**config.mk**
```make
export PLATFORM = sky130hd
export DESIGN_NAME = two_leaf_gate_controller_top
export DESIGN_NICKNAME = d
export VERILOG_FILES = /design/src/sv/tlgc_pkg.sv /design/src/sv/tlgc_debounce.sv /design/src/sv/tlgc_ctrl.sv /design/src/sv/two_leaf_gate_controller_top.sv
export SDC_FILE = /design/constraint.sdc
export NUM_CORES = 1
export LEC_CHECK = 0
export BUFFER_PORTS_ARGS = -buffer_cell sky130_fd_sc_hd__buf_2
export CELL_PAD_IN_SITES_DETAIL_PLACEMENT = 1
export CELL_PAD_IN_SITES_GLOBAL_PLACEMENT = 1
export CORE_MARGIN = 1.5
export CORE_UTILIZATION = 40
export DETAILED_ROUTE_END_ITERATION = 16
export GPL_TIMING_DRIVEN = 0
export PLACE_DENSITY_LB_ADDON = 0.1
export RECOVER_POWER = 100
export SYNTH_ARGS = -nofsm -noshare
export SYNTH_HDL_FRONTEND = slang
export SYNTH_SLANG_ARGS = --single-unit
```
**constraint.sdc**
```tcl
create_clock -name i_clk -period 4.3 [get_ports i_clk]
set_clock_uncertainty 0.2 [all_clocks]
set_input_delay 0.86 -clock i_clk [delete_from_list [all_inputs] [get_ports i_clk]]
set_output_delay 0.86 -clock i_clk [all_outputs]
set_load 0.005 [all_outputs]
```
**src/sv/tlgc_pkg.sv**
```systemverilog
// Shared types and constants for the two-leaf gate controller.
// No dependencies; every other file refers to this package by scoped names.
package tlgc_pkg;

    localparam int unsigned CFG_INDEX_W = 3;
    localparam int unsigned CFG_DATA_W  = 10;

    localparam logic [CFG_INDEX_W-1:0] CFG_PUSH_MIN      = 3'd0;
    localparam logic [CFG_INDEX_W-1:0] CFG_PUSH_MAX      = 3'd1;
    localparam logic [CFG_INDEX_W-1:0] CFG_HOLD_TICKS    = 3'd2;
    localparam logic [CFG_INDEX_W-1:0] CFG_REMOTE_MIN    = 3'd3;
    localparam logic [CFG_INDEX_W-1:0] CFG_CONTACT_TICKS = 3'd4;
    localparam logic [CFG_INDEX_W-1:0] CFG_TRAVEL_LIMIT  = 3'd5;
    localparam logic [CFG_INDEX_W-1:0] CFG_SLOW_TICK_DIV = 3'd6;
    localparam logic [CFG_INDEX_W-1:0] CFG_FLASH_DIV     = 3'd7;

    localparam logic [7:0] RST_PUSH_MIN      = 8'd10;
    localparam logic [7:0] RST_PUSH_MAX      = 8'd150;
    localparam logic [7:0] RST_HOLD_TICKS    = 8'd200;
    localparam logic [9:0] RST_REMOTE_MIN    = 10'd10;
    localparam logic [2:0] RST_CONTACT_TICKS = 3'd5;
    localparam logic [7:0] RST_TRAVEL_LIMIT  = 8'd250;
    localparam logic [3:0] RST_SLOW_TICK_DIV = 4'd10;
    localparam logic [2:0] RST_FLASH_DIV     = 3'd5;

    localparam logic [9:0] REMOTE_SAT    = 10'd1000;
    localparam logic [3:0] PRESCALE_SAT  = 4'd15;
    localparam logic [2:0] FLASH_SAT     = 3'd7;

    typedef enum logic [1:0] {
        MODE_IDLE   = 2'd0,
        MODE_RUN    = 2'd1,
        MODE_MANUAL = 2'd2,
        MODE_WAIT   = 2'd3
    } t_mode;

    typedef struct packed {
        logic [7:0] push_min;
        logic [7:0] push_max;
        logic [7:0] hold_ticks;
        logic [9:0] remote_min;
        logic [2:0] contact_ticks;
        logic [7:0] travel_limit;
        logic [3:0] slow_tick_div;
        logic [2:0] flash_div;
    } t_cfg;

    typedef struct packed {
        logic push_seen;
        logic hold_seen;
        logic remote_seen;
        logic contact_a;
        logic contact_b;
    } t_deb;

    typedef struct packed {
        logic       motor_a_on;
        logic       motor_b_on;
        logic       close_direction;
        logic       line_a;
        logic       line_b;
        logic       indicator;
        logic [1:0] mode;
        logic       gate_closed;
        logic       is_opening;
        logic       is_closing;
    } t_result;

endpackage

```
**src/sv/tlgc_debounce.sv**
```systemverilog
// Debouncing of the gate button, remote contact and both reed contacts.
// Depends on tlgc_pkg for the configuration and flag structures.
module tlgc_debounce (
    input  logic          i_clk,
    input  logic          i_rst_n,
    input  logic          i_adv,
    input  tlgc_pkg::t_cfg i_cfg,
    input  logic          i_button_level,
    input  logic          i_remote_level,
    input  logic          i_reed_a_level,
    input  logic          i_reed_b_level,
    input  logic          i_clr_push,
    output tlgc_pkg::t_deb o_flags
);

    logic [7:0]   r_press, n_press;
    logic [9:0]   r_remote, n_remote;
    logic [2:0]   r_reed_a, n_reed_a;
    logic [2:0]   r_reed_b, n_reed_b;
    tlgc_pkg::t_deb r_flags, n_flags;

    always_comb begin
        n_flags  = r_flags;
        n_press  = r_press;
        n_remote = r_remote;
        n_reed_a = r_reed_a;
        n_reed_b = r_reed_b;

        if (!i_button_level) begin
            if (r_press < i_cfg.hold_ticks) begin
                n_press = r_press + 8'd1;
            end
            if (n_press == i_cfg.hold_ticks) begin
                n_flags.hold_seen = 1'b1;
            end
        end else begin
            if (r_press > i_cfg.push_min && r_press < i_cfg.push_max) begin
                n_flags.push_seen = 1'b1;
            end else begin
                n_flags.hold_seen = 1'b0;
            end
            n_press = 8'd0;
        end

        if (!i_remote_level) begin
            if (r_remote < tlgc_pkg::REMOTE_SAT) begin
                n_remote = r_remote + 10'd1;
            end
        end else begin
            if (r_remote > i_cfg.remote_min) begin
                n_flags.remote_seen = 1'b1;
            end
            n_remote = 10'd0;
        end

        if (!i_reed_a_level) begin
            if (r_reed_a < i_cfg.contact_ticks) begin
                n_reed_a = r_reed_a + 3'd1;
                if (n_reed_a == i_cfg.contact_ticks) begin
                    n_flags.contact_a = 1'b1;
                end
            end
        end else begin
            n_flags.contact_a = 1'b0;
            n_reed_a          = 3'd0;
        end

        if (!i_reed_b_level) begin
            if (r_reed_b < i_cfg.contact_ticks) begin
                n_reed_b = r_reed_b + 3'd1;
                if (n_reed_b == i_cfg.contact_ticks) begin
                    n_flags.contact_b = 1'b1;
                end
            end
        end else begin
            n_flags.contact_b = 1'b0;
            n_reed_b          = 3'd0;
        end
    end

    assign o_flags = n_flags;

    always_ff @(posedge i_clk) begin
        if (!i_rst_n) begin
            r_press  <= 8'd0;
            r_remote <= 10'd0;
            r_reed_a <= 3'd0;
            r_reed_b <= 3'd0;
            r_flags  <= '0;
        end else if (i_adv) begin
            r_press  <= n_press;
            r_remote <= n_remote;
            r_reed_a <= n_reed_a;
            r_reed_b <= n_reed_b;
            r_flags  <= {n_flags.push_seen & ~i_clr_push, n_flags.hold_seen,
                         n_flags.remote_seen & ~i_clr_push, n_flags.contact_a,
                         n_flags.contact_b};
        end
    end

endmodule

```
**src/sv/tlgc_ctrl.sv**
```systemverilog
// Leaf controller: slow-tick prescaler, indicator blink, travel timer and
// the idle, running, manual and wait modes. Depends on tlgc_pkg.
module tlgc_ctrl (
    input  logic              i_clk,
    input  logic              i_rst_n,
    input  logic              i_adv,
    input  tlgc_pkg::t_cfg    i_cfg,
    input  tlgc_pkg::t_deb    i_flags,
    output logic              o_clr_push,
    output tlgc_pkg::t_result o_result
);

    tlgc_pkg::t_mode r_mode, n_mode;
    logic       r_opening, n_opening;
    logic       r_closing, n_closing;
    logic       r_closed, n_closed;
    logic       r_run_a, n_run_a;
    logic       r_run_b, n_run_b;
    logic       r_dir, n_dir;
    logic       r_line_a, n_line_a;
    logic       r_line_b, n_line_b;
    logic       r_ind, n_ind;
    logic       r_active, n_active;
    logic [3:0] r_prescale, n_prescale;
    logic [2:0] r_flash, n_flash;
    logic [7:0] r_travel, n_travel;

    always_comb begin
        logic v_push;
        logic v_closed;
        logic v_open;
        logic v_close;
        logic v_stop;
        logic v_reed_done;
        logic v_reed_check;
        tlgc_pkg::t_mode v_done_mode;

        n_mode     = r_mode;
        n_opening  = r_opening;
        n_closing  = r_closing;
        n_closed   = r_closed;
        n_run_a    = r_run_a;
        n_run_b    = r_run_b;
        n_dir      = r_dir;
        n_line_a   = r_line_a;
        n_line_b   = r_line_b;
        n_ind      = r_ind;
        n_active   = r_active;
        n_prescale = r_prescale;
        n_flash    = r_flash;
        n_travel   = r_travel;
        o_clr_push = 1'b0;

        v_push       = i_flags.push_seen | i_flags.remote_seen;
        v_closed     = i_flags.contact_a & i_flags.contact_b;
        v_open       = 1'b0;
        v_close      = 1'b0;
        v_stop       = 1'b0;
        v_reed_check = 1'b0;
        v_reed_done  = 1'b0;
        v_done_mode  = tlgc_pkg::MODE_IDLE;

        if (r_active) begin
            if (r_prescale < tlgc_pkg::PRESCALE_SAT) begin
                n_prescale = r_prescale + 4'd1;
            end
            if (n_prescale >= i_cfg.slow_tick_div) begin
                n_prescale = 4'd0;
                if (r_flash < tlgc_pkg::FLASH_SAT) begin
                    n_flash = r_flash + 3'd1;
                end
                if (n_flash >= i_cfg.flash_div) begin
                    n_ind   = ~r_ind;
                    n_flash = 3'd0;
                end
                if (r_travel != 8'd0) begin
                    n_travel = r_travel - 8'd1;
                end
            end
        end

        unique case (r_mode)
            tlgc_pkg::MODE_IDLE: begin
                n_closed = v_closed;
                if (v_push) begin
                    o_clr_push = 1'b1;
                    n_mode     = tlgc_pkg::MODE_RUN;
                    if (v_closed || r_closing) begin
                        v_open = 1'b1;
                    end else begin
                        v_close = 1'b1;
                    end
                end else if (i_flags.hold_seen) begin
                    n_mode = tlgc_pkg::MODE_MANUAL;
                    if (r_closing) begin
                        v_close = 1'b1;
                    end else if (r_opening || v_closed) begin
                        v_open = 1'b1;
                    end else begin
                        v_close = 1'b1;
                    end
                end
            end
            tlgc_pkg::MODE_RUN: begin
                if (i_flags.hold_seen) begin
                    v_stop = 1'b1;
                    n_mode = tlgc_pkg::MODE_WAIT;
                end else if (v_push) begin
                    o_clr_push = 1'b1;
                    v_stop     = 1'b1;
                    n_mode     = tlgc_pkg::MODE_IDLE;
                end else begin
                    v_reed_check = 1'b1;
                    v_done_mode  = tlgc_pkg::MODE_IDLE;
                end
            end
            tlgc_pkg::MODE_MANUAL: begin
                if (!i_flags.hold_seen) begin
                    v_stop = 1'b1;
                    n_mode = tlgc_pkg::MODE_IDLE;
                end else begin
                    v_reed_check = 1'b1;
                    v_done_mode  = tlgc_pkg::MODE_WAIT;
                end
            end
            tlgc_pkg::MODE_WAIT: begin
                if (!i_flags.hold_seen) begin
                    n_mode = tlgc_pkg::MODE_IDLE;
                end
            end
            default: begin
                n_mode = tlgc_pkg::MODE_IDLE;
            end
        endcase

        if (v_open) begin
            n_opening  = 1'b1;
            n_closing  = 1'b0;
            n_run_a    = 1'b1;
            n_run_b    = 1'b1;
            n_dir      = 1'b0;
            n_ind      = 1'b0;
            n_travel   = i_cfg.travel_limit;
            n_flash    = 3'd0;
            n_prescale = 4'd0;
            n_active   = 1'b1;
        end

        if (v_close) begin
            n_opening = 1'b0;
            if (!i_flags.contact_a) begin
                n_run_a = 1'b1;
            end
            if (!i_flags.contact_b) begin
                n_run_b = 1'b1;
            end
            if (n_run_a || n_run_b) begin
                n_dir      = 1'b1;
                n_ind      = 1'b1;
                n_travel   = i_cfg.travel_limit;
                n_flash    = 3'd0;
                n_prescale = 4'd0;
                n_active   = 1'b1;
                n_closing  = 1'b1;
            end else if (r_mode == tlgc_pkg::MODE_IDLE && v_push && !r_closing) begin
                n_mode = tlgc_pkg::MODE_IDLE;
            end
        end

        if (v_reed_check && r_closing) begin
            if (i_flags.contact_a) begin
                n_run_a  = 1'b0;
                n_line_a = 1'b0;
                if (!r_run_b) begin
                    n_mode      = v_done_mode;
                    n_active    = 1'b0;
                    v_reed_done = 1'b1;
                end
            end
            if (i_flags.contact_b && !v_reed_done) begin
                n_run_b  = 1'b0;
                n_line_b = 1'b0;
                if (!n_run_a) begin
                    n_mode      = v_done_mode;
                    n_active    = 1'b0;
                    v_reed_done = 1'b1;
                end
            end
        end

        if (v_reed_check && !v_reed_done && n_travel == 8'd0) begin
            v_stop = 1'b1;
            n_mode = v_done_mode;
        end

        if (v_stop) begin
            n_run_a  = 1'b0;
            n_run_b  = 1'b0;
            n_line_a = 1'b1;
            n_line_b = 1'b1;
            n_active = 1'b0;
        end
    end

    always_comb begin
        o_result.motor_a_on      = n_run_a;
        o_result.motor_b_on      = n_run_b;
        o_result.close_direction = n_dir;
        o_result.line_a          = n_line_a;
        o_result.line_b          = n_line_b;
        o_result.indicator       = n_ind;
        o_result.mode            = n_mode;
        o_result.gate_closed     = n_closed;
        o_result.is_opening      = n_opening;
        o_result.is_closing      = n_closing;
    end

    always_ff @(posedge i_clk) begin
        if (!i_rst_n) begin
            r_mode     <= tlgc_pkg::MODE_IDLE;
            r_opening  <= 1'b0;
            r_closing  <= 1'b0;
            r_closed   <= 1'b0;
            r_run_a    <= 1'b0;
            r_run_b    <= 1'b0;
            r_dir      <= 1'b0;
            r_line_a   <= 1'b0;
            r_line_b   <= 1'b0;
            r_ind      <= 1'b0;
            r_active   <= 1'b0;
            r_prescale <= 4'd0;
            r_flash    <= 3'd0;
            r_travel   <= 8'd0;
        end else if (i_adv) begin
            r_mode     <= n_mode;
            r_opening  <= n_opening;
            r_closing  <= n_closing;
            r_closed   <= n_closed;
            r_run_a    <= n_run_a;
            r_run_b    <= n_run_b;
            r_dir      <= n_dir;
            r_line_a   <= n_line_a;
            r_line_b   <= n_line_b;
            r_ind      <= n_ind;
            r_active   <= n_active;
            r_prescale <= n_prescale;
            r_flash    <= n_flash;
            r_travel   <= n_travel;
        end
    end

    // In idle and wait no leaf motor may be driven.
    a_idle_motors_off: assert property (@(posedge i_clk) disable iff (!i_rst_n)
        (r_mode == tlgc_pkg::MODE_IDLE || r_mode == tlgc_pkg::MODE_WAIT)
            |-> !(r_run_a || r_run_b))
        else $error("motor driven while idle or waiting");

    // The travel timer only runs while at least one motor is on.
    a_active_has_motor: assert property (@(posedge i_clk) disable iff (!i_rst_n)
        r_active |-> (r_run_a || r_run_b))
        else $error("slow tick running with no motor on");

    a_one_direction: assert property (@(posedge i_clk) disable iff (!i_rst_n)
        !(r_opening && r_closing))
        else $error("opening and closing flagged together");

    // A push taken while running stops both leaves and returns to idle.
    a_push_clears: assert property (@(posedge i_clk) disable iff (!i_rst_n)
        (i_adv && o_clr_push && r_mode == tlgc_pkg::MODE_RUN)
            |=> (r_mode == tlgc_pkg::MODE_IDLE && !r_run_a && !r_run_b))
        else $error("push while running did not stop the leaves");

endmodule

```
**src/sv/two_leaf_gate_controller_top.sv**
```systemverilog
// A tick word is captured in the input register and then processed into the result register.
// Throughput: one tick word per clock cycle when not stalled; the result register is the only
// point where a downstream stall holds the input register and then the input.
// Reset (i_rst_n low, synchronous) clears all counters, flags and the mode to idle
// and loads the configuration registers with their default values.
// Top level: configuration registers, input and result registers, handshake.
module two_leaf_gate_controller_top (
    input  logic                             i_clk,
    input  logic                             i_rst_n,
    input  logic                             i_valid,
    output logic                             o_stall,
    input  logic                             i_gate_button_level,
    input  logic                             i_remote_level,
    input  logic                             i_reed_a_level,
    input  logic                             i_reed_b_level,
    output logic                             o_valid,
    input  logic                             i_stall,
    output logic                             o_motor_a_on,
    output logic                             o_motor_b_on,
    output logic                             o_close_direction,
    output logic                             o_line_a,
    output logic                             o_line_b,
    output logic                             o_indicator,
    output logic [1:0]                       o_mode,
    output logic                             o_gate_closed,
    output logic                             o_is_opening,
    output logic                             o_is_closing,
    input  logic                             i_cfg_we,
    input  logic [tlgc_pkg::CFG_INDEX_W-1:0] i_cfg_index,
    input  logic [tlgc_pkg::CFG_DATA_W-1:0]  i_cfg_data
);

    tlgc_pkg::t_cfg    r_cfg;
    logic              r_in_valid;
    logic [3:0]        r_in_levels;
    logic              r_out_valid;
    tlgc_pkg::t_result r_out;
    tlgc_pkg::t_result n_out;
    tlgc_pkg::t_deb    deb_flags;
    logic              clr_push;
    logic              adv;
    logic              in_take;

    assign adv     = r_in_valid && (!r_out_valid || !i_stall);
    assign o_stall = r_in_valid && !adv;
    assign in_take = i_valid && !o_stall;

    always_ff @(posedge i_clk) begin
        if (!i_rst_n) begin
            r_cfg.push_min      <= tlgc_pkg::RST_PUSH_MIN;
            r_cfg.push_max      <= tlgc_pkg::RST_PUSH_MAX;
            r_cfg.hold_ticks    <= tlgc_pkg::RST_HOLD_TICKS;
            r_cfg.remote_min    <= tlgc_pkg::RST_REMOTE_MIN;
            r_cfg.contact_ticks <= tlgc_pkg::RST_CONTACT_TICKS;
            r_cfg.travel_limit  <= tlgc_pkg::RST_TRAVEL_LIMIT;
            r_cfg.slow_tick_div <= tlgc_pkg::RST_SLOW_TICK_DIV;
            r_cfg.flash_div     <= tlgc_pkg::RST_FLASH_DIV;
        end else if (i_cfg_we) begin
            unique case (i_cfg_index)
                tlgc_pkg::CFG_PUSH_MIN:      r_cfg.push_min      <= i_cfg_data[7:0];
                tlgc_pkg::CFG_PUSH_MAX:      r_cfg.push_max      <= i_cfg_data[7:0];
                tlgc_pkg::CFG_HOLD_TICKS:    r_cfg.hold_ticks    <= i_cfg_data[7:0];
                tlgc_pkg::CFG_REMOTE_MIN:    r_cfg.remote_min    <= i_cfg_data[9:0];
                tlgc_pkg::CFG_CONTACT_TICKS: r_cfg.contact_ticks <= i_cfg_data[2:0];
                tlgc_pkg::CFG_TRAVEL_LIMIT:  r_cfg.travel_limit  <= i_cfg_data[7:0];
                tlgc_pkg::CFG_SLOW_TICK_DIV: r_cfg.slow_tick_div <= i_cfg_data[3:0];
                tlgc_pkg::CFG_FLASH_DIV:     r_cfg.flash_div     <= i_cfg_data[2:0];
                default: begin
                end
            endcase
        end
    end

    always_ff @(posedge i_clk) begin
        if (!i_rst_n) begin
            r_in_valid <= 1'b0;
        end else if (in_take) begin
            r_in_valid <= 1'b1;
        end else if (adv) begin
            r_in_valid <= 1'b0;
        end
    end

    always_ff @(posedge i_clk) begin
        if (in_take) begin
            r_in_levels <= {i_gate_button_level, i_remote_level,
                            i_reed_a_level, i_reed_b_level};
        end
    end

    tlgc_debounce u_debounce (
        .i_clk          (i_clk),
        .i_rst_n        (i_rst_n),
        .i_adv          (adv),
        .i_cfg          (r_cfg),
        .i_button_level (r_in_levels[3]),
        .i_remote_level (r_in_levels[2]),
        .i_reed_a_level (r_in_levels[1]),
        .i_reed_b_level (r_in_levels[0]),
        .i_clr_push     (clr_push),
        .o_flags        (deb_flags)
    );

    tlgc_ctrl u_ctrl (
        .i_clk      (i_clk),
        .i_rst_n    (i_rst_n),
        .i_adv      (adv),
        .i_cfg      (r_cfg),
        .i_flags    (deb_flags),
        .o_clr_push (clr_push),
        .o_result   (n_out)
    );

    always_ff @(posedge i_clk) begin
        if (!i_rst_n) begin
            r_out_valid <= 1'b0;
        end else if (adv) begin
            r_out_valid <= 1'b1;
        end else if (!i_stall) begin
            r_out_valid <= 1'b0;
        end
    end

    always_ff @(posedge i_clk) begin
        if (adv) begin
            r_out <= n_out;
        end
    end

    assign o_valid           = r_out_valid;
    assign o_motor_a_on      = r_out.motor_a_on;
    assign o_motor_b_on      = r_out.motor_b_on;
    assign o_close_direction = r_out.close_direction;
    assign o_line_a          = r_out.line_a;
    assign o_line_b          = r_out.line_b;
    assign o_indicator       = r_out.indicator;
    assign o_mode            = r_out.mode;
    assign o_gate_closed     = r_out.gate_closed;
    assign o_is_opening      = r_out.is_opening;
    assign o_is_closing      = r_out.is_closing;

    // A word is only processed when the result register can take it.
    a_adv_room: assert property (@(posedge i_clk) disable iff (!i_rst_n)
        adv |-> (!r_out_valid || !i_stall))
        else $error("word processed over a stalled result");

    // A held result word stays valid while the output is stalled.
    a_out_held: assert property (@(posedge i_clk) disable iff (!i_rst_n)
        (r_out_valid && i_stall) |=> r_out_valid)
        else $error("stalled result word dropped");

    a_in_held: assert property (@(posedge i_clk) disable iff (!i_rst_n)
        (r_in_valid && !adv) |=> (r_in_valid && $stable(r_in_levels)))
        else $error("waiting input word lost");

endmodule

```
==> flow_summary.ini <==
[grt]
grt_pass1_wl_mm = 36.1
grt_pass1_vias = 6653
grt_use_met3 = 0.0349
grt.total_usage = 0.238
gr-total-overflow = 0
use_met2 = 0.397
grt_max_degree = 21
grtUsageMet1 = 0.325
busiest_layer = met2
antenna_found_initial = 0

[route]
num_vias = 6614
vias_per_cell = 5.52
drtAntennaViolNets = 0
routedWlPerCell_um = 18.7
drt_iter0_markers = 257
routed_wl_mm = 22.4
drc_errors = 0
dr.pass1.iters = 4

[hold_path]
min_path_cells = 2
hold_class = register to register
hold_path.startpoint = r_cfg[25]$_SDFFE_PN0P_
hold_path_end = r_cfg[25]$_SDFFE_PN0P_

[sta]
min_period_ns = 4.14
tightest_slew_ns = 1.25
tns_ns = 0
finalMaxSlewViolations = 0
setup_slack_ns = 0.163
hold_viol = 0
fin_crit_sh = 0.962
setup_viol = 0
max-slew-margin-rel = 0.167
max_freq_mhz = 242

[floorplanning]
rows = 49
core-area_um2 = 18000
die_y_um = 139
start_util = 0.410
die-area_um2 = 19300
ios = 35
die_x_um = 139

[power]
pwr-share-comb = 0.077
p_clk_frac = 0.496
seq_power_share = 0.427
ir_drop_mv = 0.280
power_density_nw_per_um2 = 338
switchingPower_mw = 0.744
leakagePower_nw = 3.42
swShare = 0.259
internal-power_mw = 2.13

[worst_setup_path]
critical_path_class = register to register
reg2regPathDepth = 12
cp.arrival_ns = 4.25
cp-end-kind = register
required_ns = 4.42
start_kind = register
r2r_end = u_ctrl.r_line_b$_SDFFE_PN0P_
crit_path_max_fanout = 10
r2r_setup_slack_ns = 0.16
reg2reg_from = u_debounce.r_press[6]$_SDFFE_PN0P_

[placed_design]
pre_cts_slack_ns = -0.121
hpwl_mm = 16.5
portBuffers = 29
place_congestion = 0.836

[logic_synthesis]
synth_area_per_cell_um2 = 8.14
synth_async_sr_flop_share = 0
synth_edf_count = 15
syn_area_um2 = 7390
synth.ff_latch_count = 125
ys_seq_area_frac = 0.359
syn_inst = 907
synth_cell_types = 73
synth_warnings = 0
dominantRegCellSynth = dfxtp_1
syn_nets = 987

[clocking]
cts_root_buf = clkbuf_16
cts_max_path_buffers = 2
cts_tree = done
postCtsHoldBufs = 0
cts.sinks = 125
h-tree-depth = 4
clock_latency_ns = 0.42
numCtsBuffers = 17
clk_pin_slew_worst_paths_ns = 0.06

[cells_and_area]
layout.nets = 1036
num_antenna_cells = 0
drive_above_1_share = 0.115
syn_to_final_growth_pct = 15.4

[run_status]
status = complete, no violations

[run]
drv_cap = 0
[metrics by stage]
| stage | hold WS (ns) | utilization | power (mW) | instance area, um2 | cells |
|---|---|---|---|---|---|
| 3_3_place_gp | 0.243 | 0.434 | 1.47 | 7820 | 1165 |
| 6_report | 0.253 | 0.473 | 2.88 | 8520 | 1198 |
| 5_1_grt | 0.281 | 0.473 | 2.97 | 8520 | 1198 |
| 2_1_floorplan | 0.234 | - | 1.38 | 7390 | 907 |
| 3_5_place_dp | 0.247 | 0.434 | 1.47 | 7820 | 1165 |
| 4_1_cts | 0.255 | 0.467 | 2.89 | 8420 | 1197 |
[power by group through the flow]
stage	clock (mW)	combinational (mW)	sequential [mW]
4_1_cts	1.44	0.221	1.23
2_1_floorplan	0	0.136	1.25
3_5_place_dp	0	0.219	1.25
3_3_place_gp	0	0.216	1.25
6_report	1.43	0.222	1.23
5_1_grt	1.50	0.247	1.23
[worst max-delay path, cell delays in order, from the launching register on]
cell and delay (ns):
dfxtp_2 0.48, ha_1 0.30, and4_1 0.20, and2_1 0.24, a2111oi_4 0.50, mux2i_2 0.32
o2111ai_4 0.23, o21a_1 0.25, buf_4 0.17, mux2i_2 0.20, or4_1 0.56, o21a_1 0.20
o21a_1 0.16
[final cells by class]
cell class | instances | area, um2
Clock buffer | 22 | 517
Inverter | 67 | 251
Tap cell | 229 | 287
Fill cell | 2234 | 9500
Buffer | 35 | 145
Clock inverter | 10 | 76.3
Timing Repair Buffer | 30 | 144
Multi-Input combinational cell | 680 | 4440
Sequential cell | 125 | 2660
[cell usage in the layout, fill, tap and decap left out, drive strengths merged, types with 12 or more instances in the layout]
master	Yosys	layout
o211ai	17	17
edfxtp	15	15
dfxtp	110	110
nor3	17	17
nand2	140	140
xor2	12	12
nand3	28	28
nor2	83	83
o21ai	37	37
mux2i	14	14
nand4	13	13
a21oi	79	79
ha	58	58
clkbuf	29	59
buf	6	28
inv	67	69
[synth_stat cells (15+ instances only)]
| master | instances | area, um2 |
|---|---|---|
| nand2_1 | 140 | 526 |
| dfxtp_1 | 110 | 2200 |
| nor2_1 | 83 | 312 |
| a21oi_1 | 78 | 390 |
| inv_1 | 67 | 251 |
| ha_1 | 58 | 726 |
| o21ai_0 | 34 | 170 |
| clkbuf_1 | 29 | 109 |
| nand3_1 | 28 | 140 |
| nor3_1 | 17 | 85.1 |
| o211ai_1 | 16 | 120 |
| edfxtp_1 | 15 | 450 |
[logic make-up (layout without fill, tap and decap cells)]
family          Yosys count  count (layout)  synth area share
buf+inv                 102             164            0.0537
simple gates            357             357             0.230
fa+ha+maj                58              58            0.0983
compound gates          220             220             0.201
xor+xnor                 23              23            0.0273
mux                      22              22            0.0312
flops                   125             125             0.359
[how the worst max path moves through the flow]
stage / from / endpoint / slack [ns] / cells after the start
finish: u_debounce.r_press[6]$_SDFFE_PN0P_ / u_ctrl.r_line_b$_SDFFE_PN0P_ / 0.16 / 12
global route: u_ctrl.r_prescale[0]$_SDFFE_PN0P_ / o_motor_b_on$_DFFE_PP_ / -0.04 / 13
CTS: u_ctrl.r_prescale[0]$_SDFFE_PN0P_ / o_motor_b_on$_DFFE_PP_ / 0.03 / 13
detailed placement: u_debounce.r_press[6]$_SDFFE_PN0P_ / o_motor_a_on$_DFFE_PP_ / -0.12 / 12
global placement: u_debounce.r_press[6]$_SDFFE_PN0P_ / o_motor_a_on$_DFFE_PP_ / -0.08 / 12
floorplan: u_ctrl.r_prescale[0]$_SDFFE_PN0P_ / o_motor_b_on$_DFFE_PP_ / 0.45 / 13
[repair_timing]
| item | 4_1_cts | 5_1_grt |
|---|---|---|
| setup endpoints to repair | 7 | 27 |
| resized for setup | 4 | 23 |
| pin swaps | 1 | 1 |
| buffers inserted | 0 | 1 |
[state kept, by name (all words and copies together), names as in the netlist, 2 cells and up]
register / flops
u_ctrl.r_flash: 3
u_debounce.r_press: 8
u_debounce.r_flags: 5
u_ctrl.r_prescale: 4
r_cfg: 52
u_debounce.r_reed_b: 3
o_mode: 2
u_debounce.r_reed_a: 3
u_ctrl.r_travel: 8
u_debounce.r_remote: 10
r_in_levels: 4
u_ctrl.r_mode: 2
[routing by layer]
metal,share of wire,vias up
li1,-,3318
met1,0.49,3210
met2,0.47,71
met3,0.029,15
met4,0.0085,0
met5,0,-
Note: power is estimated with default switching activity, not from simulation.
